[src/rtl/bba_pkg.sv]
// Shared constants, codes and types of the bitmap block allocator
`default_nettype none

package bba_pkg;

    localparam int TOTAL_BLOCKS    = 64;
    localparam int MAX_FILE_BLOCKS = 8;
    localparam int BLOCK_BYTES     = 64;
    localparam int QUEUE_DEPTH     = 2;

    localparam int LEN_W    = 12;
    localparam int IDX_W    = 6;
    localparam int STATUS_W = 2;
    localparam int BLK_W    = $clog2(TOTAL_BLOCKS);
    localparam int CNT_W    = $clog2(TOTAL_BLOCKS + 1);
    localparam int NEED_W   = $clog2(MAX_FILE_BLOCKS + 1);
    localparam int PTR_W    = (QUEUE_DEPTH > 1) ? $clog2(QUEUE_DEPTH) : 1;
    localparam int QCNT_W   = $clog2(QUEUE_DEPTH + 1);

    typedef enum logic [STATUS_W-1:0] {
        ST_OK        = 2'd0,
        ST_TOO_LARGE = 2'd1,
        ST_NO_SPACE  = 2'd2
    } status_t;

    typedef enum logic {
        CMD_ALLOC   = 1'b0,
        CMD_RELEASE = 1'b1
    } cmd_t;

    typedef enum logic {
        BK_IDLE,
        BK_ALLOC
    } back_state_t;

    typedef struct packed {
        logic              release_op;
        logic              too_large;
        logic [NEED_W-1:0] need;
        logic [IDX_W-1:0]  rel_index;
    } work_t;

endpackage

`default_nettype wire

[src/rtl/bba_front.sv]
// Front end: accepts input beats and classifies them into work entries
`default_nettype none

module bba_front import bba_pkg::*;
(
    input  wire logic             clk,
    input  wire logic             rst_n,
    input  wire logic             in_valid,
    output logic                  in_ready,
    input  wire logic             cmd,
    input  wire logic [LEN_W-1:0] byte_length,
    input  wire logic [IDX_W-1:0] release_index,
    output logic                  push_valid,
    output work_t                 push_work,
    input  wire logic             push_ready
);

    logic              stage_valid_reg;
    logic              stage_valid_next;
    work_t             stage_work_reg;
    logic [LEN_W:0]    need_raw;
    logic [LEN_W:0]    need_fix;
    logic              too_large;
    work_t             work_in;
    logic              take;

    assign need_raw  = (LEN_W+1)'(({1'b0, byte_length} + (LEN_W+1)'(BLOCK_BYTES - 1))
                       / BLOCK_BYTES);
    assign need_fix  = (need_raw == '0) ? (LEN_W+1)'(1) : need_raw;
    assign too_large = int'(need_fix) > MAX_FILE_BLOCKS;

    always_comb
    begin
        work_in.release_op = (cmd == CMD_RELEASE);
        work_in.too_large  = too_large;
        work_in.need       = too_large ? '0 : NEED_W'(need_fix);
        work_in.rel_index  = release_index;
    end

    assign in_ready   = !stage_valid_reg || push_ready;
    assign take       = in_valid && in_ready;
    assign push_valid = stage_valid_reg;
    assign push_work  = stage_work_reg;

    always_comb
    begin
        stage_valid_next = stage_valid_reg;
        if (take)
        begin
            stage_valid_next = 1'b1;
        end
        else if (push_ready)
        begin
            stage_valid_next = 1'b0;
        end
    end

    always_ff @(posedge clk or negedge rst_n)
    begin
        if (!rst_n)
        begin
            stage_valid_reg <= 1'b0;
        end
        else
        begin
            stage_valid_reg <= stage_valid_next;
        end
    end

    always_ff @(posedge clk)
    begin
        if (take)
        begin
            stage_work_reg <= work_in;
        end
    end

endmodule

`default_nettype wire

[src/rtl/bba_queue.sv]
// Short work queue between the front end and the allocation engine
`default_nettype none

module bba_queue import bba_pkg::*;
(
    input  wire logic  clk,
    input  wire logic  rst_n,
    input  wire logic  wr_valid,
    output logic       wr_ready,
    input  wire work_t wr_work,
    output logic       rd_valid,
    input  wire logic  rd_ready,
    output work_t      rd_work
);

    work_t              mem_reg [QUEUE_DEPTH];
    logic [PTR_W-1:0]   wr_ptr_reg;
    logic [PTR_W-1:0]   wr_ptr_next;
    logic [PTR_W-1:0]   rd_ptr_reg;
    logic [PTR_W-1:0]   rd_ptr_next;
    logic [QCNT_W-1:0]  count_reg;
    logic [QCNT_W-1:0]  count_next;
    logic               do_wr;
    logic               do_rd;

    assign wr_ready = (int'(count_reg) < QUEUE_DEPTH);
    assign rd_valid = (count_reg != '0);
    assign rd_work  = mem_reg[rd_ptr_reg];
    assign do_wr    = wr_valid && wr_ready;
    assign do_rd    = rd_valid && rd_ready;

    always_comb
    begin
        wr_ptr_next = wr_ptr_reg;
        rd_ptr_next = rd_ptr_reg;
        count_next  = count_reg;
        if (do_wr)
        begin
            wr_ptr_next = (int'(wr_ptr_reg) == QUEUE_DEPTH - 1) ? '0 : wr_ptr_reg + 1'b1;
        end
        if (do_rd)
        begin
            rd_ptr_next = (int'(rd_ptr_reg) == QUEUE_DEPTH - 1) ? '0 : rd_ptr_reg + 1'b1;
        end
        if (do_wr && !do_rd)
        begin
            count_next = count_reg + 1'b1;
        end
        else if (do_rd && !do_wr)
        begin
            count_next = count_reg - 1'b1;
        end
    end

    always_ff @(posedge clk or negedge rst_n)
    begin
        if (!rst_n)
        begin
            wr_ptr_reg <= '0;
            rd_ptr_reg <= '0;
            count_reg  <= '0;
        end
        else
        begin
            wr_ptr_reg <= wr_ptr_next;
            rd_ptr_reg <= rd_ptr_next;
            count_reg  <= count_next;
        end
    end

    always_ff @(posedge clk)
    begin
        if (do_wr)
        begin
            mem_reg[wr_ptr_reg] <= wr_work;
        end
    end

endmodule

`default_nettype wire

[src/rtl/bba_back.sv]
// Allocation engine: free map, free count, first-fit scan and result register
`default_nettype none

module bba_back import bba_pkg::*;
(
    input  wire logic                clk,
    input  wire logic                rst_n,
    input  wire logic                q_valid,
    output logic                     q_ready,
    input  wire work_t               q_work,
    output logic                     out_valid,
    input  wire logic                out_ready,
    output logic [STATUS_W-1:0]      status,
    output logic [IDX_W-1:0]         block_index,
    output logic                     last
);

    back_state_t              state_reg;
    back_state_t              state_next;
    logic [TOTAL_BLOCKS-1:0]  used_map_reg;
    logic [TOTAL_BLOCKS-1:0]  used_map_next;
    logic [CNT_W-1:0]         free_cnt_reg;
    logic [CNT_W-1:0]         free_cnt_next;
    logic [NEED_W-1:0]        remain_reg;
    logic [NEED_W-1:0]        remain_next;
    logic                     out_valid_reg;
    logic                     out_valid_next;
    status_t                  status_reg;
    status_t                  status_next;
    logic [IDX_W-1:0]         index_reg;
    logic [IDX_W-1:0]         index_next;
    logic                     last_reg;
    logic                     last_next;
    logic                     can_load;
    logic [BLK_W-1:0]         first_free;
    logic [BLK_W-1:0]         rel_idx;
    logic                     rel_in_range;

    function automatic logic [BLK_W-1:0] lowest_free(input logic [TOTAL_BLOCKS-1:0] map);
        logic [BLK_W-1:0] idx;
        idx = '0;
        for (int i = TOTAL_BLOCKS - 1; i >= 0; i--)
        begin
            if (!map[i])
            begin
                idx = BLK_W'(i);
            end
        end
        return idx;
    endfunction

    assign can_load     = !out_valid_reg || out_ready;
    assign first_free   = lowest_free(used_map_reg);
    assign rel_idx      = BLK_W'(q_work.rel_index);
    assign rel_in_range = int'(q_work.rel_index) < TOTAL_BLOCKS;

    assign out_valid   = out_valid_reg;
    assign status      = status_reg;
    assign block_index = index_reg;
    assign last        = last_reg;

    always_comb
    begin
        state_next     = state_reg;
        used_map_next  = used_map_reg;
        free_cnt_next  = free_cnt_reg;
        remain_next    = remain_reg;
        out_valid_next = out_valid_reg && !out_ready;
        status_next    = status_reg;
        index_next     = index_reg;
        last_next      = last_reg;
        q_ready        = 1'b0;
        case (state_reg)
            BK_IDLE:
            begin
                if (q_valid && can_load)
                begin
                    q_ready = 1'b1;
                    if (q_work.release_op)
                    begin
                        if (rel_in_range && used_map_reg[rel_idx])
                        begin
                            used_map_next[rel_idx] = 1'b0;
                            free_cnt_next          = free_cnt_reg + 1'b1;
                        end
                        out_valid_next = 1'b1;
                        status_next    = ST_OK;
                        index_next     = '0;
                        last_next      = 1'b1;
                    end
                    else if (q_work.too_large)
                    begin
                        out_valid_next = 1'b1;
                        status_next    = ST_TOO_LARGE;
                        index_next     = '0;
                        last_next      = 1'b1;
                    end
                    else if (int'(free_cnt_reg) < int'(q_work.need))
                    begin
                        out_valid_next = 1'b1;
                        status_next    = ST_NO_SPACE;
                        index_next     = '0;
                        last_next      = 1'b1;
                    end
                    else
                    begin
                        remain_next = q_work.need;
                        state_next  = BK_ALLOC;
                    end
                end
            end
            BK_ALLOC:
            begin
                if (can_load)
                begin
                    used_map_next[first_free] = 1'b1;
                    free_cnt_next  = free_cnt_reg - 1'b1;
                    out_valid_next = 1'b1;
                    status_next    = ST_OK;
                    index_next     = IDX_W'(first_free);
                    last_next      = (remain_reg == NEED_W'(1));
                    remain_next    = remain_reg - 1'b1;
                    if (remain_reg == NEED_W'(1))
                    begin
                        state_next = BK_IDLE;
                    end
                end
            end
            default:
            begin
                state_next = BK_IDLE;
            end
        endcase
    end

    always_ff @(posedge clk or negedge rst_n)
    begin
        if (!rst_n)
        begin
            state_reg     <= BK_IDLE;
            used_map_reg  <= '0;
            free_cnt_reg  <= CNT_W'(TOTAL_BLOCKS);
            remain_reg    <= '0;
            out_valid_reg <= 1'b0;
        end
        else
        begin
            state_reg     <= state_next;
            used_map_reg  <= used_map_next;
            free_cnt_reg  <= free_cnt_next;
            remain_reg    <= remain_next;
            out_valid_reg <= out_valid_next;
        end
    end

    always_ff @(posedge clk)
    begin
        status_reg <= status_next;
        index_reg  <= index_next;
        last_reg   <= last_next;
    end

endmodule

`default_nettype wire

[src/rtl/bitmap_block_allocator_unit.sv]
// Top level of the bitmap first-fit block allocator
//
//  channel | valid     | ready     | beat fields
//  --------+-----------+-----------+-------------------------------------
//  input   | in_valid  | in_ready  | cmd, byte_length, release_index
//  output  | out_valid | out_ready | status, block_index, last
//
//  Release and refused allocate: handled in the idle state of the allocation engine, one result.
//  Allocate of n blocks: accepted in the idle state, then one first-fit scan per result.
//  An input beat passes through the front stage, the queue and the engine to its first result.
//  Reset clears the free map to all free; no clearing pass is needed.
//  Output stalls hold the engine; the queue keeps the front accepting until it is full.
`default_nettype none

module bitmap_block_allocator_unit import bba_pkg::*;
(
    input  wire logic                clk,
    input  wire logic                rst_n,
    input  wire logic                in_valid,
    output logic                     in_ready,
    input  wire logic                cmd,
    input  wire logic [LEN_W-1:0]    byte_length,
    input  wire logic [IDX_W-1:0]    release_index,
    output logic                     out_valid,
    input  wire logic                out_ready,
    output logic [STATUS_W-1:0]      status,
    output logic [IDX_W-1:0]         block_index,
    output logic                     last
);

    logic  push_valid;
    logic  push_ready;
    work_t push_work;
    logic  q_valid;
    logic  q_ready;
    work_t q_work;

    bba_front u_front
    (
        .clk           (clk),
        .rst_n         (rst_n),
        .in_valid      (in_valid),
        .in_ready      (in_ready),
        .cmd           (cmd),
        .byte_length   (byte_length),
        .release_index (release_index),
        .push_valid    (push_valid),
        .push_work     (push_work),
        .push_ready    (push_ready)
    );

    bba_queue u_queue
    (
        .clk      (clk),
        .rst_n    (rst_n),
        .wr_valid (push_valid),
        .wr_ready (push_ready),
        .wr_work  (push_work),
        .rd_valid (q_valid),
        .rd_ready (q_ready),
        .rd_work  (q_work)
    );

    bba_back u_back
    (
        .clk         (clk),
        .rst_n       (rst_n),
        .q_valid     (q_valid),
        .q_ready     (q_ready),
        .q_work      (q_work),
        .out_valid   (out_valid),
        .out_ready   (out_ready),
        .status      (status),
        .block_index (block_index),
        .last        (last)
    );

endmodule

`default_nettype wire

[config.mk]
export PLATFORM = sky130hd
export DESIGN_NAME = bitmap_block_allocator_unit
export DESIGN_NICKNAME = d
export VERILOG_FILES = /design/src/rtl/bba_pkg.sv /design/src/rtl/bba_front.sv /design/src/rtl/bba_queue.sv /design/src/rtl/bba_back.sv /design/src/rtl/bitmap_block_allocator_unit.sv
export SDC_FILE = /design/constraint.sdc
export NUM_CORES = 1
export LEC_CHECK = 0
export BUFFER_PORTS_ARGS = -buffer_cell sky130_fd_sc_hd__buf_2
export CORE_MARGIN = 2
export CORE_UTILIZATION = 40
export DETAILED_ROUTE_END_ITERATION = 10
export MAX_ROUTING_LAYER = met4
export PLACE_DENSITY = 0.65
export RECOVER_POWER = 100
export SYNTH_ARGS = -nofsm -noshare
export SYNTH_HDL_FRONTEND = slang
export SYNTH_SLANG_ARGS = --single-unit
[constraint.sdc]
create_clock -name clk -period 4.2 [get_ports clk]
set_clock_uncertainty 0.2 [all_clocks]
set_input_delay 0.84 -clock clk [delete_from_list [all_inputs] [get_ports clk]]
set_output_delay 0.84 -clock clk [all_outputs]
set_load 0.01 [all_outputs]
==> impl_metrics.env <==
export IMPL_drv_slew=61
export IMPL_die_area_mm2=0.0193
export IMPL_sw_frac_of_total_pct=44.5
export IMPL_drtIter0Drc=753
export IMPL_worst_slew_pin_transition_ps=1640
export IMPL_vias=6430
export IMPL_io_pins=34
export IMPL_wire_per_inst_um=23.0
export IMPL_hold_viol_final=0
export IMPL_cts_tree="built"
export IMPL_relSlewSlack_pct=-9.13
export IMPL_crit_start="u_queue.rd_ptr_reg"
export IMPL_dp_hpwl_um=15500
export IMPL_status="finished, violations left"
export IMPL_power_per_cell_area_mw_per_mm2=717
export IMPL_finalPower_uw=5880
export IMPL_cts_buffers_inserted=17
export IMPL_p_seq_share_pct=31.4
export IMPL_portBuffers=33
export IMPL_gp_congestion=0.984
export IMPL_dp_cells=956
export IMPL_std_cell_rows=49
export IMPL_ant_nets=0
export IMPL_grt_pass1_wl_um=35500
export IMPL_synth_ff_type="dfrtp_1"
export IMPL_core_mm2=0.0179
export IMPL_path_class="reg2reg"
export IMPL_fin_nets=781
export IMPL_start_kind="flip-flop"
export IMPL_hold_ws_ps=243
export IMPL_ir_worst_vdd_mv=0.470
export IMPL_cp_arrival_ps=3930
export IMPL_setup_viol=0
export IMPL_synth_cell_type_count=73
export IMPL_avgSynthCellArea_um2=10.2
export IMPL_drive_gt1_share_pct=11.6
export IMPL_n_antenna_cell=0
export IMPL_cts_root_buf="clkbuf_16"
export IMPL_grt_overflow_total=0
export IMPL_p_leak_uw=0.00304
export IMPL_start_util_pct=40.6
export IMPL_cts_sinks=127
export IMPL_synth_top_area_cell="dfrtp_1"
export IMPL_min_path_type="reg2reg"
export IMPL_antenna_found_initial=0
export IMPL_syn_inst=710
export IMPL_die_x_um=139
export IMPL_htree_levels=4
export IMPL_yosys_cell_count_top_type="dfrtp_1"
export IMPL_seq_area_frac_synth_pct=46.8
export IMPL_synth_area_leaders="dfrtp_1 (28%), edfxtp_1 (19%), o41ai_1 (4.8%)"
export IMPL_area_growth_syn_to_layout_pct=12.9
export IMPL_p_int_uw=3270
export IMPL_final_cells=988
export IMPL_p_clk_share_pct=23.9
export IMPL_largest_reg_flops=64
export IMPL_hold_start="u_front.push_work[2]"
export IMPL_clk_latency_ps=430
export IMPL_power_net_switching_uw=2620
export IMPL_drc=0
export IMPL_totalWireLength_um=22700
export IMPL_yosysWarnings=0
export IMPL_tns_ps=0
export IMPL_synth_async_reset_ratio_pct=64.6
export IMPL_netlist_area_mm2=0.00727
export IMPL_drv_cap=1
export IMPL_critPathRequiredTime_ps=4310
export IMPL_viasPerCell=6.51
export IMPL_cts_buffer_depth=2
export IMPL_clock_fmax_mhz=262
export IMPL_final_period_utilization_pct=91.0
export IMPL_fillers=1724
export IMPL_track_usage_pct=24.5
export IMPL_violations="max-capacitance violations, max-slew violations"
export IMPL_ctsHoldBuffers=0
export IMPL_crit_path_end_kind="flip-flop"
export IMPL_cts_resized_gates=0
export IMPL_synth_edf_count=45
export IMPL_syn_nets=745
export IMPL_reg2reg_from="u_queue.rd_ptr_reg"
export IMPL_synthTopCellsByCount="dfrtp_1 (81), nand2_1 (59), o21ai_0 (53)"
export IMPL_cts_setup_buffers=0
export IMPL_cp_max_fo=18
export IMPL_die_h_um=139
export IMPL_layout_min_cycle_time_ps=3820
export IMPL_power_frac_comb_pct=44.8
export IMPL_grt_pass1_vias=6000
export IMPL_ys_ff_latch=127
export IMPL_grt_start_max_net_pins=61
export IMPL_synth_top_cell_area_share_pct=27.9
export IMPL_dr_pass1_iters=5
export IMPL_rsz0062_at_grt="false"
export IMPL_cts_clk_slew_worst_paths_ps=60
## path summary, 6_finish.rpt
check	to	slack (ps)	cells after the start
worst max-delay path	u_back.remain_reg[0]	380	8
worst min-delay path	u_queue.mem_reg[0][2]	240	0
worst max register to register	u_back.remain_reg[0]	380	8
worst min register to register	u_queue.mem_reg[0][2]	240	0
max in group asynchronous	u_back.used_map_reg[7]	1830	2
min in group asynchronous	u_queue.wr_ptr_reg	640	1
## power by group through the flow
stage	Combinational [uW]	Sequential, uW	Clock, uW
6_report	2630	1850	1410
5_1_grt	2840	1880	1480
4_1_cts	2630	1840	1430
3_5_place_dp	2610	1860	0
3_3_place_gp	2600	1850	0
2_1_floorplan	1860	1790	0
## stage by stage
stage                     setup WS (ps)  area [um2]  utilization (%)
after global routing                247        8210             45.8
after detailed placement            690        7700             43.0
after global placement              732        7700             43.0
after CTS                           652        8260             46.1
after floorplan                    1100        7270                -
final                               378        8210             45.8
## cell type report
class | instances | area [um2] | area share (%)
Timing Repair Buffer | 54 | 290 | 3.54
Clock inverter | 15 | 138 | 1.68
Clock buffer | 17 | 425 | 5.18
Sequential cell | 127 | 3400 | 41.5
Multi-Input combinational cell | 521 | 3570 | 43.5
Inverter | 25 | 93.8 | 1.14
Tap cell | 229 | 287 | 3.49
## placed cells by master, fill, tap and decap left out, types with 6 or more instances in the layout
cell type | synthesis | routed
nor3_1 | 22 | 22
nor2_1 | 41 | 41
inv_1 | 24 | 24
a21o_1 | 8 | 8
a21oi_1 | 16 | 16
o32a_1 | 14 | 14
o41ai_1 | 40 | 40
buf_4 | 3 | 16
o31ai_1 | 18 | 18
mux2i_1 | 32 | 33
buf_2 | 8 | 21
dfrtp_1 | 81 | 81
a31oi_1 | 12 | 12
nand4_1 | 19 | 19
nand3_1 | 19 | 19
xor2_1 | 6 | 6
xnor2_1 | 8 | 8
nand2_1 | 59 | 59
mux2_2 | 8 | 8
a211oi_1 | 7 | 7
edfxtp_1 | 45 | 45
o21ai_0 | 53 | 57
nor4_1 | 12 | 12
clkbuf_1 | 22 | 16
clkbuf_16 | 0 | 17
nand2b_1 | 16 | 16
ha_1 | 11 | 11
## kinds of logic (layout without fill, tap and decap cells)
kind of cell,Yosys count,in the layout,share of synthesized area (%)
AO/OA/AOI/OAI,233,233,23.8
AND/OR/NAND/NOR,218,218,15.1
flip-flops,127,127,46.8
buffers and inverters,62,111,3.81
multiplexers,44,44,6.54
XOR/XNOR,14,14,1.69
adder cells (fa/ha/maj),12,12,2.17
## metal layers
metal | vias up | track usage [%] | share of wire [%]
li1 | 2871 | - | -
met1 | 3158 | 34.1 | 44
met2 | 344 | 35.2 | 45
met3 | 57 | 4.77 | 7.6
met4 | 0 | 9.99 | 3.1
met5 | - | - | 0
## worst max-delay path, cell delays in order (launching register included)
cell	delay, ps
dfrtp_1	750
clkbuf_1	510
mux2i_1	270
ha_1	250
nor4_1	560
a21oi_1	180
nor2b_1	170
o21ai_0	400
mux2_2	400
(Power assumes the default switching activity.)
